### src/hw/rtl/pvsc_pkg.sv
// shared types, constants and the code-to-voltage decoder of the voltage selector codec
// used by every module of the block; depends on nothing
`timescale 1ns / 1ps

package pvsc_pkg;

  // operations
  localparam logic [1:0] KIND_SELECT = 2'd0;
  localparam logic [1:0] KIND_LIST   = 2'd1;
  localparam logic [1:0] KIND_RAMP   = 2'd2;

  // rails
  localparam logic [3:0] RAIL_BUCK2 = 4'd2;
  localparam logic [3:0] RAIL_BUCK3 = 4'd3;
  localparam logic [3:0] NUM_BUCKS  = 4'd4;
  localparam logic [3:0] NUM_RAILS  = 4'd10;

  // selector codes
  localparam logic [5:0] CODE_FINE_TOP = 6'h3b;
  localparam logic [5:0] CODE_COARSE   = 6'h3c;
  localparam logic [5:0] CODE_TOP      = 6'h3f;
  localparam logic [5:0] CODE_B3_TOP   = 6'h1b;
  localparam logic [5:0] CODE_LDO_TOP  = 6'h1f;

  // voltages in microvolts
  localparam logic [21:0] V_BUCK_BASE     = 22'd712500;
  localparam logic [21:0] V_BUCK_FINE_TOP = 22'd1450000;
  localparam logic [21:0] V_BUCK_COARSE   = 22'd1800000;
  localparam logic [21:0] V_BUCK_TOP      = 22'd2300000;
  localparam logic [21:0] V_BUCK2_FIXED   = 22'd1200000;
  localparam logic [21:0] V_LDO_BASE      = 22'd800000;
  localparam logic [21:0] V_B3_TOP        = 22'd3500000;
  localparam logic [21:0] V_LDO_TOP       = 22'd3400000;
  localparam logic [21:0] STEP_FINE       = 22'd12500;
  localparam logic [21:0] STEP_COARSE     = 22'd200000;
  localparam logic [21:0] STEP_LDO        = 22'd100000;
  localparam logic [21:0] V_COARSE_1      = V_BUCK_COARSE + STEP_COARSE;
  localparam logic [21:0] V_COARSE_2      = V_BUCK_COARSE + STEP_COARSE + STEP_COARSE;

  // ramp: ceil(d / 6250) = floor((d + 6249) / 2 / 3125)
  localparam logic [22:0] RAMP_BIAS = 23'd6249;

  // x / 3125 = (x * RECIP) >> RECIP_SHIFT, exact for x below 2^21
  localparam int          RECIP_SHIFT = 32;
  localparam logic [20:0] RECIP       = 21'd1374390;

  typedef struct packed {
    logic        ok;
    logic [21:0] uv;
  } dec_t;

  typedef struct packed {
    logic [1:0]  op;
    logic        err;
    logic [3:0]  rail;
    logic [21:0] mx;
    logic [21:0] vo;
    logic [21:0] vn;
    logic [21:0] sel_dvd;
    logic        sel_fixed;
    logic [5:0]  sel_code;
    logic        sel_shift;
  } s1_t;

  typedef struct packed {
    logic [1:0]  op;
    logic        err;
    logic [3:0]  rail;
    logic [21:0] mx;
    logic [21:0] vo;
    logic [20:0] y;
    logic        sel_fixed;
    logic [5:0]  sel_code;
    logic        sel_shift;
  } s2_t;

  typedef struct packed {
    logic [1:0]  op;
    logic        err;
    logic [3:0]  rail;
    logic [21:0] mx;
    logic [21:0] vo;
    logic [41:0] prod;
    logic        sel_fixed;
    logic [5:0]  sel_code;
    logic        sel_shift;
  } s3_t;

  typedef struct packed {
    logic [1:0]  op;
    logic        err;
    logic [21:0] mx;
    logic [21:0] vo;
    logic [5:0]  code;
    logic [21:0] vsel;
    logic [9:0]  ramp;
  } s4_t;

  function automatic dec_t decode_uv(input logic [3:0] rail, input logic [5:0] code);
    dec_t       r;
    logic [5:0] c3;
    r.ok = 1'b1;
    r.uv = '0;
    c3   = (code > CODE_B3_TOP) ? CODE_B3_TOP : code;
    if (rail < RAIL_BUCK2) begin
      if (code <= CODE_FINE_TOP) begin
        r.uv = V_BUCK_BASE + 22'(code) * STEP_FINE;
      end else if (code < CODE_TOP) begin
        r.uv = V_BUCK_COARSE + 22'(code - CODE_COARSE) * STEP_COARSE;
      end else begin
        r.uv = V_BUCK_TOP;
      end
    end else if (rail == RAIL_BUCK2) begin
      r.uv = V_BUCK2_FIXED;
    end else if (rail == RAIL_BUCK3) begin
      r.uv = V_LDO_BASE + 22'(c3) * STEP_LDO;
    end else if (rail < NUM_RAILS && code <= CODE_LDO_TOP) begin
      r.uv = V_LDO_BASE + 22'(code) * STEP_LDO;
    end else begin
      r.ok = 1'b0;
    end
    return r;
  endfunction

endpackage

### src/hw/rtl/pvsc_front.sv
// first stage: decodes both codes, classifies the select request and
// forms the select dividend; depends on pvsc_pkg
`timescale 1ns / 1ps

module pvsc_front (
  input  logic                 clk,
  input  logic                 rst,
  input  logic                 in_valid,
  output logic                 in_ready,
  input  logic [1:0]           kind,
  input  logic [3:0]           rail,
  input  logic [21:0]          min_uv,
  input  logic [21:0]          max_uv,
  input  logic [5:0]           code_a,
  input  logic [5:0]           code_b,
  output logic                 s1_valid,
  output pvsc_pkg::s1_t        s1,
  input  logic                 s1_ready_next
);

  pvsc_pkg::s1_t  s1_next;
  pvsc_pkg::dec_t dec_a;
  pvsc_pkg::dec_t dec_b;
  logic           s1_ready;

  assign s1_ready = !s1_valid || s1_ready_next;
  assign in_ready = s1_ready;

  always_comb begin
    dec_a = pvsc_pkg::decode_uv(rail, code_a);
    dec_b = pvsc_pkg::decode_uv(rail, code_b);

    s1_next.op        = kind;
    s1_next.err       = 1'b0;
    s1_next.rail      = rail;
    s1_next.mx        = max_uv;
    s1_next.vo        = dec_a.uv;
    s1_next.vn        = dec_b.uv;
    s1_next.sel_dvd   = '0;
    s1_next.sel_fixed = 1'b1;
    s1_next.sel_code  = '0;
    s1_next.sel_shift = 1'b0;

    // select classification by rail
    if (rail < pvsc_pkg::RAIL_BUCK2) begin
      if (min_uv < pvsc_pkg::V_BUCK_BASE) begin
        s1_next.sel_code = '0;
      end else if (min_uv <= pvsc_pkg::V_BUCK_FINE_TOP) begin
        s1_next.sel_fixed = 1'b0;
        s1_next.sel_dvd   = min_uv - pvsc_pkg::V_BUCK_BASE;
      end else if (min_uv < pvsc_pkg::V_BUCK_COARSE) begin
        s1_next.sel_code = pvsc_pkg::CODE_FINE_TOP;
      end else if (min_uv < pvsc_pkg::V_BUCK_TOP) begin
        s1_next.sel_code = pvsc_pkg::CODE_COARSE
                         + {5'b0, min_uv >= pvsc_pkg::V_COARSE_1}
                         + {5'b0, min_uv >= pvsc_pkg::V_COARSE_2};
      end else if (min_uv == pvsc_pkg::V_BUCK_TOP) begin
        s1_next.sel_code = pvsc_pkg::CODE_TOP;
      end else begin
        s1_next.err = (kind == pvsc_pkg::KIND_SELECT);
      end
    end else if (rail == pvsc_pkg::RAIL_BUCK2) begin
      s1_next.sel_code = '0;
    end else if (min_uv < pvsc_pkg::V_LDO_BASE) begin
      s1_next.sel_code = '0;
    end else if ((rail == pvsc_pkg::RAIL_BUCK3 && min_uv <= pvsc_pkg::V_B3_TOP) ||
                 (rail != pvsc_pkg::RAIL_BUCK3 && min_uv <= pvsc_pkg::V_LDO_TOP)) begin
      // steps of 100 mV: divide by 12500, then by 8
      s1_next.sel_fixed = 1'b0;
      s1_next.sel_shift = 1'b1;
      s1_next.sel_dvd   = min_uv - pvsc_pkg::V_LDO_BASE;
    end else begin
      s1_next.err = (kind == pvsc_pkg::KIND_SELECT);
    end

    case (kind)
      pvsc_pkg::KIND_SELECT: ;
      pvsc_pkg::KIND_LIST:   s1_next.err = !dec_a.ok;
      pvsc_pkg::KIND_RAMP:   s1_next.err = (rail >= pvsc_pkg::NUM_BUCKS);
      default:               s1_next.err = 1'b1;
    endcase
    if (rail >= pvsc_pkg::NUM_RAILS) begin
      s1_next.err = 1'b1;
    end
  end

  always_ff @(posedge clk) begin
    if (rst) begin
      s1_valid <= 1'b0;
    end else if (s1_ready) begin
      s1_valid <= in_valid;
    end
  end

  always_ff @(posedge clk) begin
    if (s1_ready && in_valid) begin
      s1 <= s1_next;
    end
  end

endmodule

### src/hw/rtl/pvsc_div.sv
// second and third stages: picks the dividend and multiplies it by the
// reciprocal of 3125; depends on pvsc_pkg
`timescale 1ns / 1ps

module pvsc_div (
  input  logic          clk,
  input  logic          rst,
  input  logic          s1_valid,
  input  pvsc_pkg::s1_t s1,
  output logic          s1_ready,
  output logic          s3_valid,
  output pvsc_pkg::s3_t s3,
  input  logic          s3_ready_next
);

  pvsc_pkg::s2_t s2;
  pvsc_pkg::s2_t s2_next;
  pvsc_pkg::s3_t s3_next;
  logic          s2_valid;
  logic          s3_ready;
  logic [21:0]   diff;
  logic [22:0]   bias_sum;

  assign s3_ready = !s3_valid || s3_ready_next;
  assign s1_ready = !s2_valid || s3_ready;

  always_comb begin
    diff     = (s1.vo > s1.vn) ? (s1.vo - s1.vn) : (s1.vn - s1.vo);
    bias_sum = 23'(diff) + pvsc_pkg::RAMP_BIAS;

    s2_next.op        = s1.op;
    s2_next.err       = s1.err;
    s2_next.rail      = s1.rail;
    s2_next.mx        = s1.mx;
    s2_next.vo        = s1.vo;
    s2_next.sel_fixed = s1.sel_fixed;
    s2_next.sel_code  = s1.sel_code;
    s2_next.sel_shift = s1.sel_shift;
    // ramp: (d + 6249) / 2; select: dividend / 4
    if (s1.op == pvsc_pkg::KIND_RAMP) begin
      s2_next.y = bias_sum[21:1];
    end else begin
      s2_next.y = {1'b0, s1.sel_dvd[21:2]};
    end
  end

  always_comb begin
    s3_next.op        = s2.op;
    s3_next.err       = s2.err;
    s3_next.rail      = s2.rail;
    s3_next.mx        = s2.mx;
    s3_next.vo        = s2.vo;
    s3_next.prod      = 42'(s2.y) * 42'(pvsc_pkg::RECIP);
    s3_next.sel_fixed = s2.sel_fixed;
    s3_next.sel_code  = s2.sel_code;
    s3_next.sel_shift = s2.sel_shift;
  end

  always_ff @(posedge clk) begin
    if (rst) begin
      s2_valid <= 1'b0;
      s3_valid <= 1'b0;
    end else begin
      if (s1_ready) begin
        s2_valid <= s1_valid;
      end
      if (s3_ready) begin
        s3_valid <= s2_valid;
      end
    end
  end

  always_ff @(posedge clk) begin
    if (s1_ready && s1_valid) begin
      s2 <= s2_next;
    end
    if (s3_ready && s2_valid) begin
      s3 <= s3_next;
    end
  end

endmodule

### src/hw/rtl/pvsc_back.sv
// fourth and fifth stages: takes the quotient, forms the code and its voltage,
// checks the maximum and holds the result beat; depends on pvsc_pkg
`timescale 1ns / 1ps

module pvsc_back (
  input  logic          clk,
  input  logic          rst,
  input  logic          s3_valid,
  input  pvsc_pkg::s3_t s3,
  output logic          s3_ready,
  output logic          out_valid,
  input  logic          out_ready,
  output logic [5:0]    code_out,
  output logic [21:0]   voltage_uv,
  output logic [9:0]    ramp_units,
  output logic          error
);

  pvsc_pkg::s4_t  s4;
  pvsc_pkg::s4_t  s4_next;
  pvsc_pkg::dec_t dec_sel;
  logic           s4_valid;
  logic           out_stage_ready;
  logic [9:0]     quot;
  logic [5:0]     code_next;
  logic [5:0]     code_res;
  logic [21:0]    volt_res;
  logic [9:0]     ramp_res;
  logic           err_res;

  assign out_stage_ready = !out_valid || out_ready;
  assign s3_ready        = !s4_valid || out_stage_ready;

  always_comb begin
    quot = s3.prod[pvsc_pkg::RECIP_SHIFT +: 10];
    if (s3.sel_fixed) begin
      code_next = s3.sel_code;
    end else if (s3.sel_shift) begin
      code_next = quot[8:3];
    end else begin
      code_next = quot[5:0];
    end
    dec_sel      = pvsc_pkg::decode_uv(s3.rail, code_next);
    s4_next.op   = s3.op;
    s4_next.err  = s3.err;
    s4_next.mx   = s3.mx;
    s4_next.vo   = s3.vo;
    s4_next.code = code_next;
    s4_next.vsel = dec_sel.uv;
    s4_next.ramp = quot;
  end

  always_comb begin
    err_res  = s4.err || (s4.op == pvsc_pkg::KIND_SELECT && s4.vsel > s4.mx);
    code_res = '0;
    volt_res = '0;
    ramp_res = '0;
    if (!err_res) begin
      case (s4.op)
        pvsc_pkg::KIND_SELECT: code_res = s4.code;
        pvsc_pkg::KIND_LIST:   volt_res = s4.vo;
        pvsc_pkg::KIND_RAMP:   ramp_res = s4.ramp;
        default: ;
      endcase
    end
  end

  always_ff @(posedge clk) begin
    if (rst) begin
      s4_valid  <= 1'b0;
      out_valid <= 1'b0;
    end else begin
      if (s3_ready) begin
        s4_valid <= s3_valid;
      end
      if (out_stage_ready) begin
        out_valid <= s4_valid;
      end
    end
  end

  always_ff @(posedge clk) begin
    if (s3_ready && s3_valid) begin
      s4 <= s4_next;
    end
    if (out_stage_ready && s4_valid) begin
      code_out   <= code_res;
      voltage_uv <= volt_res;
      ramp_units <= ramp_res;
      error      <= err_res;
    end
  end

endmodule

### src/hw/rtl/pmic_voltage_selector_codec.sv
// top level of the voltage selector codec for four buck and six ldo rails
// chains pvsc_front, pvsc_div and pvsc_back; depends on pvsc_pkg
`timescale 1ns / 1ps

// usage:
// input beats carry kind (select, list, ramp), rail, min_uv/max_uv for select
// and code_a/code_b for list and ramp; both channels use valid/ready.
// every input beat yields exactly one output beat with code_out, voltage_uv,
// ramp_units and error; fields that do not belong to the operation are zero,
// and all of them are zero when error is set.
// the datapath is five register stages: decode and classify, dividend,
// reciprocal multiply, code and voltage, output register; an accepted beat
// passes through them in that order before out_valid rises.
// one beat per cycle is accepted and delivered steadily while out_ready
// stays high; the multiply by the reciprocal of 3125 sits in a stage of
// its own.
// each stage has its own valid bit and loads when empty or when the stage
// after it moves, so a stalled receiver backs up stage by stage and gaps
// close up; in_ready falls only when all five stages hold beats.
// synchronous reset clears every valid bit; no beat survives reset.

module pmic_voltage_selector_codec (
  input  logic        clk,
  input  logic        rst,
  input  logic        in_valid,
  output logic        in_ready,
  input  logic [1:0]  kind,
  input  logic [3:0]  rail,
  input  logic [21:0] min_uv,
  input  logic [21:0] max_uv,
  input  logic [5:0]  code_a,
  input  logic [5:0]  code_b,
  output logic        out_valid,
  input  logic        out_ready,
  output logic [5:0]  code_out,
  output logic [21:0] voltage_uv,
  output logic [9:0]  ramp_units,
  output logic        error
);

  pvsc_pkg::s1_t s1;
  pvsc_pkg::s3_t s3;
  logic          s1_valid;
  logic          s1_ready;
  logic          s3_valid;
  logic          s3_ready;

  pvsc_front u_front (
    .clk           (clk),
    .rst           (rst),
    .in_valid      (in_valid),
    .in_ready      (in_ready),
    .kind          (kind),
    .rail          (rail),
    .min_uv        (min_uv),
    .max_uv        (max_uv),
    .code_a        (code_a),
    .code_b        (code_b),
    .s1_valid      (s1_valid),
    .s1            (s1),
    .s1_ready_next (s1_ready)
  );

  pvsc_div u_div (
    .clk           (clk),
    .rst           (rst),
    .s1_valid      (s1_valid),
    .s1            (s1),
    .s1_ready      (s1_ready),
    .s3_valid      (s3_valid),
    .s3            (s3),
    .s3_ready_next (s3_ready)
  );

  pvsc_back u_back (
    .clk        (clk),
    .rst        (rst),
    .s3_valid   (s3_valid),
    .s3         (s3),
    .s3_ready   (s3_ready),
    .out_valid  (out_valid),
    .out_ready  (out_ready),
    .code_out   (code_out),
    .voltage_uv (voltage_uv),
    .ramp_units (ramp_units),
    .error      (error)
  );

endmodule

### config.mk
export PLATFORM = sky130hd
export DESIGN_NAME = pmic_voltage_selector_codec
export DESIGN_NICKNAME = d
export VERILOG_FILES = /design/src/hw/rtl/pvsc_pkg.sv /design/src/hw/rtl/pvsc_front.sv /design/src/hw/rtl/pvsc_div.sv /design/src/hw/rtl/pvsc_back.sv /design/src/hw/rtl/pmic_voltage_selector_codec.sv
export SDC_FILE = /design/constraint.sdc
export NUM_CORES = 2
export LEC_CHECK = 0
export ABC_AREA = 1
export ABC_CLOCK_PERIOD_IN_PS = 15850
export BUFFER_PORTS_ARGS = -buffer_cell sky130_fd_sc_hd__buf_2
export CAP_MARGIN = 15
export CORE_MARGIN = 5
export CORE_UTILIZATION = 65
export DETAILED_ROUTE_END_ITERATION = 8
export GPL_TIMING_DRIVEN = 0
export MAX_ROUTING_LAYER = met4
export PLACE_DENSITY = 0.83
export SLEW_MARGIN = 20
export SYNTH_ARGS = -nofsm -noshare
export SYNTH_HDL_FRONTEND = slang
export SYNTH_SLANG_ARGS = --single-unit
### constraint.sdc
create_clock -name clk -period 15.85 [get_ports clk]
set_clock_uncertainty 0.15 [all_clocks]
set_input_delay 4.755 -clock clk [delete_from_list [all_inputs] [get_ports clk]]
set_output_delay 4.755 -clock clk [all_outputs]
set_load 0.01 [all_outputs]
* After elaboration in Yosys (flattened, before gate mapping) *
Cells that the tools add are included.

storage, ports and cells
  latch bits = 0
  memory bits (writable) = 0
  register bits = 412
  bits in read-only memories = 0
  memories kept = 0
  output and inout bits = 41

cells by class
  muxes and demuxes = 51
  bitwise operators = 4
  $lt $le $gt $ge = 29
  multipliers = 13
  shift-type cells = 0
  div/mod/pow operators = 0
  reductions and logical operators = 32
  add/subtract/negate cells = 22
  equality and inequality tests = 11

operators with widths
  cell                                                                  number
  2-to-1 mux 22 bit                                                     19
  adder 20 x 22 -> 22 bit (first input constant)                        6
  2-to-1 mux 23 bit                                                     5
  multiplier 6 x 12 -> 17 bit (second input constant)                   6
  adder 21 x 22 -> 22 bit (first input constant)                        3
  multiplier 22 x 12 -> 16 bit (second input constant)                  3
  adder 20 x 20 -> 21 bit (first input constant)                        3
  2-to-1 mux 6 bit                                                      10
  multiplier 6 x 12 -> 18 bit (second input constant)                   3
  > comparator 22 bit                                                   2
  <= comparator 22 bit (second input constant)                          2
  less-than comparator 22 x 20 -> 1 bit (second input constant)         2
  subtractor 22 x 20 -> 22 bit (second input constant)                  2
  subtractor 22 bit                                                     2
  multiplier 21 x 20 -> 41 bit (second input constant)                  1
  2-to-1 mux 29 bit                                                     1
  adder 22 x 13 -> 22 bit (second input constant)                       1
  == test 22 bit (second input constant)                                1
  greater-or-equal comparator 22 x 21 -> 1 bit (second input constant)  1
  greater-or-equal comparator 22 bit (second input constant)            1
  <= comparator 22 x 21 -> 1 bit (second input constant)                1
  less-than comparator 22 x 21 -> 1 bit (second input constant)         1
  less-than comparator 22 bit (second input constant)                   1
  subtractor 6 x 6 -> 7 bit (second input constant)                     3
  25 further kinds                                                      82

* Longest topological paths before layout *
  word-level depth = 9
  depth in mapped cells = 34

* By module *
From an unflattened synthesis, not the netlist that was laid out.

second synthesis, totals
  cells, all modules = 5548
  area, all modules = 44883.0 um2

by module, submodules not included
  module      cells each  times used  area each (um2)
  pvsc_div    1926        1           18250.0
  pvsc_front  2312        1           15991.6
  pvsc_back   1310        1           10641.5

* Worst setup path after synthesis *
No wires, ideal clock.

  path kind = input to output
  start point = input out_ready
  end point = output in_ready
  data arrival time = 5.552 ns
  stages = 10
  slack = 5.393 ns
  cells stage by stage = nor2_1 -> inv_1 -> nor2_1 -> inv_1 -> nor2_1 -> inv_1 -> nor2_1 -> inv_1 -> nor2_1 -> inv_1

between the ends
  longest elaborated chain between the ends = 5

ends and longest elaborated chain
  item              RTL line                           RTL
  from (decl)       pmic_voltage_selector_codec.sv:34  input logic out_ready,
  logical OR 1 bit  pvsc_back.sv:31                    assign out_stage_ready = !out_valid || out_ready;
  logical OR 1 bit  pvsc_back.sv:32                    assign s3_ready = !s4_valid || out_stage_ready;
  logical OR 1 bit  pvsc_div.sv:24                     assign s3_ready = !s3_valid || s3_ready_next;
  logical OR 1 bit  pvsc_div.sv:25                     assign s1_ready = !s2_valid || s3_ready;
  logical OR 1 bit  pvsc_front.sv:26                   assign s1_ready = !s1_valid || s1_ready_next;
  to (decl)         pmic_voltage_selector_codec.sv:26  output logic in_ready,

Every way passes these cells.

* Worst setup path in the final report *
Same ends and word-level chain as after synthesis.

==> summary.md <==
| Metric | Value |
|---|---|
| Core ar. | `61800 um^2` |
| Yosys reg bits | `359` |
| Die area | `67700 um^2` |
| Met1 wire length | `43.0 mm` |
| H-tree levels | `2` |
| WP data arrival | `~6.3 ns` |
| Max_slew headroom | `21.4%` |
| Most frequent cells in the layout | `inv_1 (1039), nand2_1 (930), ha_1 (671), edfxtp_1 (354), nor2_1 (352)` |
| TNS Setup | `0 ns` |
| Vias/cell | `approximately 5.5` |
| 1st-iter DRT viols | `2684` |
| DR vias | `approximately 33000` |
| First-pass GRT wire length | `roughly 170 mm` |
| Max-cap violations | `0` |
| Pin count of the biggest net entering global routing | `51` |
| Hold Vio Cnt, Final | `0` |
| Worst Path Max Fanout | `3` |
| Reg2Reg Launch Point | `u_div.s3[0]$_DFFE_PP_` |
| Clock tree root driver cell | `clkbuf_16` |
| Chip height | `around 260 um` |
| Reg2Reg Depth | `30` |
| WL/cell | `about 18 um` |
| Number of synthesized flops with an enable pin | `354` |
| Row cnt | `91` |
| Die width | `260 um` |
| Area Growth Syn to Fin | `7.46%` |
| Met2 wire len | `50.9 mm` |
| Clock slew at reported path FFs | `0.06 ns` |
| DR pass1 iterations | `6` |
| Most common cell after layout, fill and taps aside | `inv_1` |
| # port buffers | `97` |
| Mapped Area | `40700 um^2` |
| CP Capture Point | `in_ready` |
| Maximum clock insertion buffer count | `3` |
| DRT antenna net count | `0` |
| DRT Wirelength | `103 mm` |
| Drc violations | `0` |
| Worst skew pair latency | `0.56 ns` |
| Syn_area_per_cell | `8.38 um^2` |
| GRT Overall Usage | `31.5%` |
| Initial antenna violation count | `2` |
| CP endpoint kind | `output pin` |
| Post-CTS Setup Repair Bufs | `0` |
| CTS tree | `yes` |
| Final setup viols | `0` |
| Hold_buf cts | `0` |
| Critical Path Start Type | `primary input` |
| WS Path Type | `primary input to output pin` |
| Hold Crit Class | `register to register` |
| Cts repair resizes | `0` |
| Initial Utilization | `65.8%` |
| R2r endpoint | `u_back.s4[30]$_DFFE_PP_` |
| Synth unique cells | `66` |
| Mapped Cells | `4856` |
| Unrepaired setup endpoints after global routing | `no` |
| Synth Flop Type | `edfxtp_1` |
| Critical Path Source | `out_ready` |
| Slew @ Worst Pin | `about 1.2 ns` |
| Detail Placement HPWL | `86.5 mm` |
| Reg2Reg Setup Slack | `8.67 ns` |
| Nets | `5979` |
| Fmax | `89.5 MHz` |
| Max Transition Viols Final | `0` |
| Met3 wire length | `between 5 and 6 mm` |
| Via count of the first global-routing pass | `32700` |
| Outcome | `complete, no violations` |
| Gpl congestion | `0.984` |
| CP Data Required Time | `~11 ns` |
| Ys async rst share | `0%` |
| CTS Sinks | `359` |
| CTS buffer count | `36` |
| Register area share after synthesis | `around a quarter` |
| Tmin final | `11.17 ns` |
| DR top layer | `met4` |
| Final Cycle Share | `70.5%` |
| Share of cells above drive strength 1 | `5.41%` |
| Hold_ws | `0.264 ns` |
| Number of I/O pins | `107` |
| Total gr overflow | `0` |
| Synthesis Warnings | `0` |
-- synthesized netlist by cell type, types with 20 or more instances --
library cell	instances	area [um^2]
inv_1	1041	3910
nand2_1	930	3490
ha_1	671	8400
nor2_1	355	1330
edfxtp_1	354	10600
nand3_1	255	1280
fa_1	241	4820
a21oi_1	221	1110
xor2_1	165	1450
o21ai_0	160	801
xnor2_1	61	534
nand4_1	37	231
nor3_1	34	170
o22ai_1	22	138
clkbuf_1	21	78.8
o211ai_1	20	150
-- area by class of cell --
type / count / area (um^2)
flip-flops and latches: 359 / 10700
inverters: 1055 / 3970
fillers: 4827 / 18100
well taps: 837 / 1050
multi-input cells: 3405 / 25800
plain buffers: 38 / 220
clock inverters: 21 / 328
repair buffers: 106 / 703
clock buffers: 41 / 920
diodes: 2 / 5.00
-- per-stage QoR --
step                      cells  setup slack (ns)  cell area, um^2  util, %
after floorplan            4857              5.39            40700        -
after global placement     5791              4.07            42200     68.3
after detailed placement   5800              4.71            42500     68.7
after CTS                  5862              4.68            43700     70.7
after global routing       5864              4.49            43700     70.7
final                      5864              4.68            43700     70.7
-- worst max-delay path, stage by stage --
cell	delay (ns)
buf_2	0.10
nor2_1	0.22
inv_1	0.11
nor2_1	0.09
inv_1	0.07
nor2_1	0.09
inv_1	0.07
nor2_1	0.22
inv_1	0.09
nor2_1	0.22
inv_1	0.09
buf_2	0.15
-- state kept, by name, summed over array words and instances (netlist names), 6 cells and up --
| name | count |
|---|---|
| u_back.code_out | 6 |
| u_back.s4 | 81 |
| u_front.s1 | 95 |
| u_div.s2 | 76 |
| u_back.ramp_units | 10 |
| u_div.s3 | 65 |
| u_back.voltage_uv | 20 |
-- layer usage --
layer | track usage (%) | vias to the layer above
met5 | - | -
met4 | 9.95 | 0
met3 | 2.89 | 219
met2 | 54.3 | 1063
met1 | 39.6 | 15200
li1 | - | 16000
-- cells by family after synthesis --
logic type / after synthesis / share of synthesized area [%]
AO/OA/AOI/OAI: 548 / 7.77
XOR/XNOR: 228 / 4.94
adder cells (fa/ha/maj): 912 / 32.5
buffers and inverters: 1093 / 10.3
flip-flops: 359 / 26.4
other: 1 / 0.00922
AND/OR/NAND/NOR: 1715 / 18.1
-- worst min-delay path by stage --
stage | cells past startpoint | startpoint | slack, ns | to
after CTS | 0 | u_front.s1[88]$_DFFE_PP_ | 0.26 | u_div.s2[65]$_DFFE_PP_
after detailed placement | 0 | u_div.s3[70]$_DFFE_PP_ | 0.25 | u_back.s4[58]$_DFFE_PP_
after global placement | 0 | u_front.s1[90]$_DFFE_PP_ | 0.25 | u_div.s2[67]$_DFFE_PP_
after floorplan | 0 | u_div.s3[52]$_DFFE_PP_ | 0.25 | u_back.s4[40]$_DFFE_PP_
after global routing | 0 | u_div.s3[49]$_DFFE_PP_ | 0.27 | u_back.s4[9]$_DFFE_PP_
final | 0 | u_div.s3[93]$_DFFE_PP_ | 0.26 | u_back.s4[81]$_DFFE_PP_
Power is not shown: default switching activity piles up to over one toggle a cycle in this logic, so the estimate is an artifact.
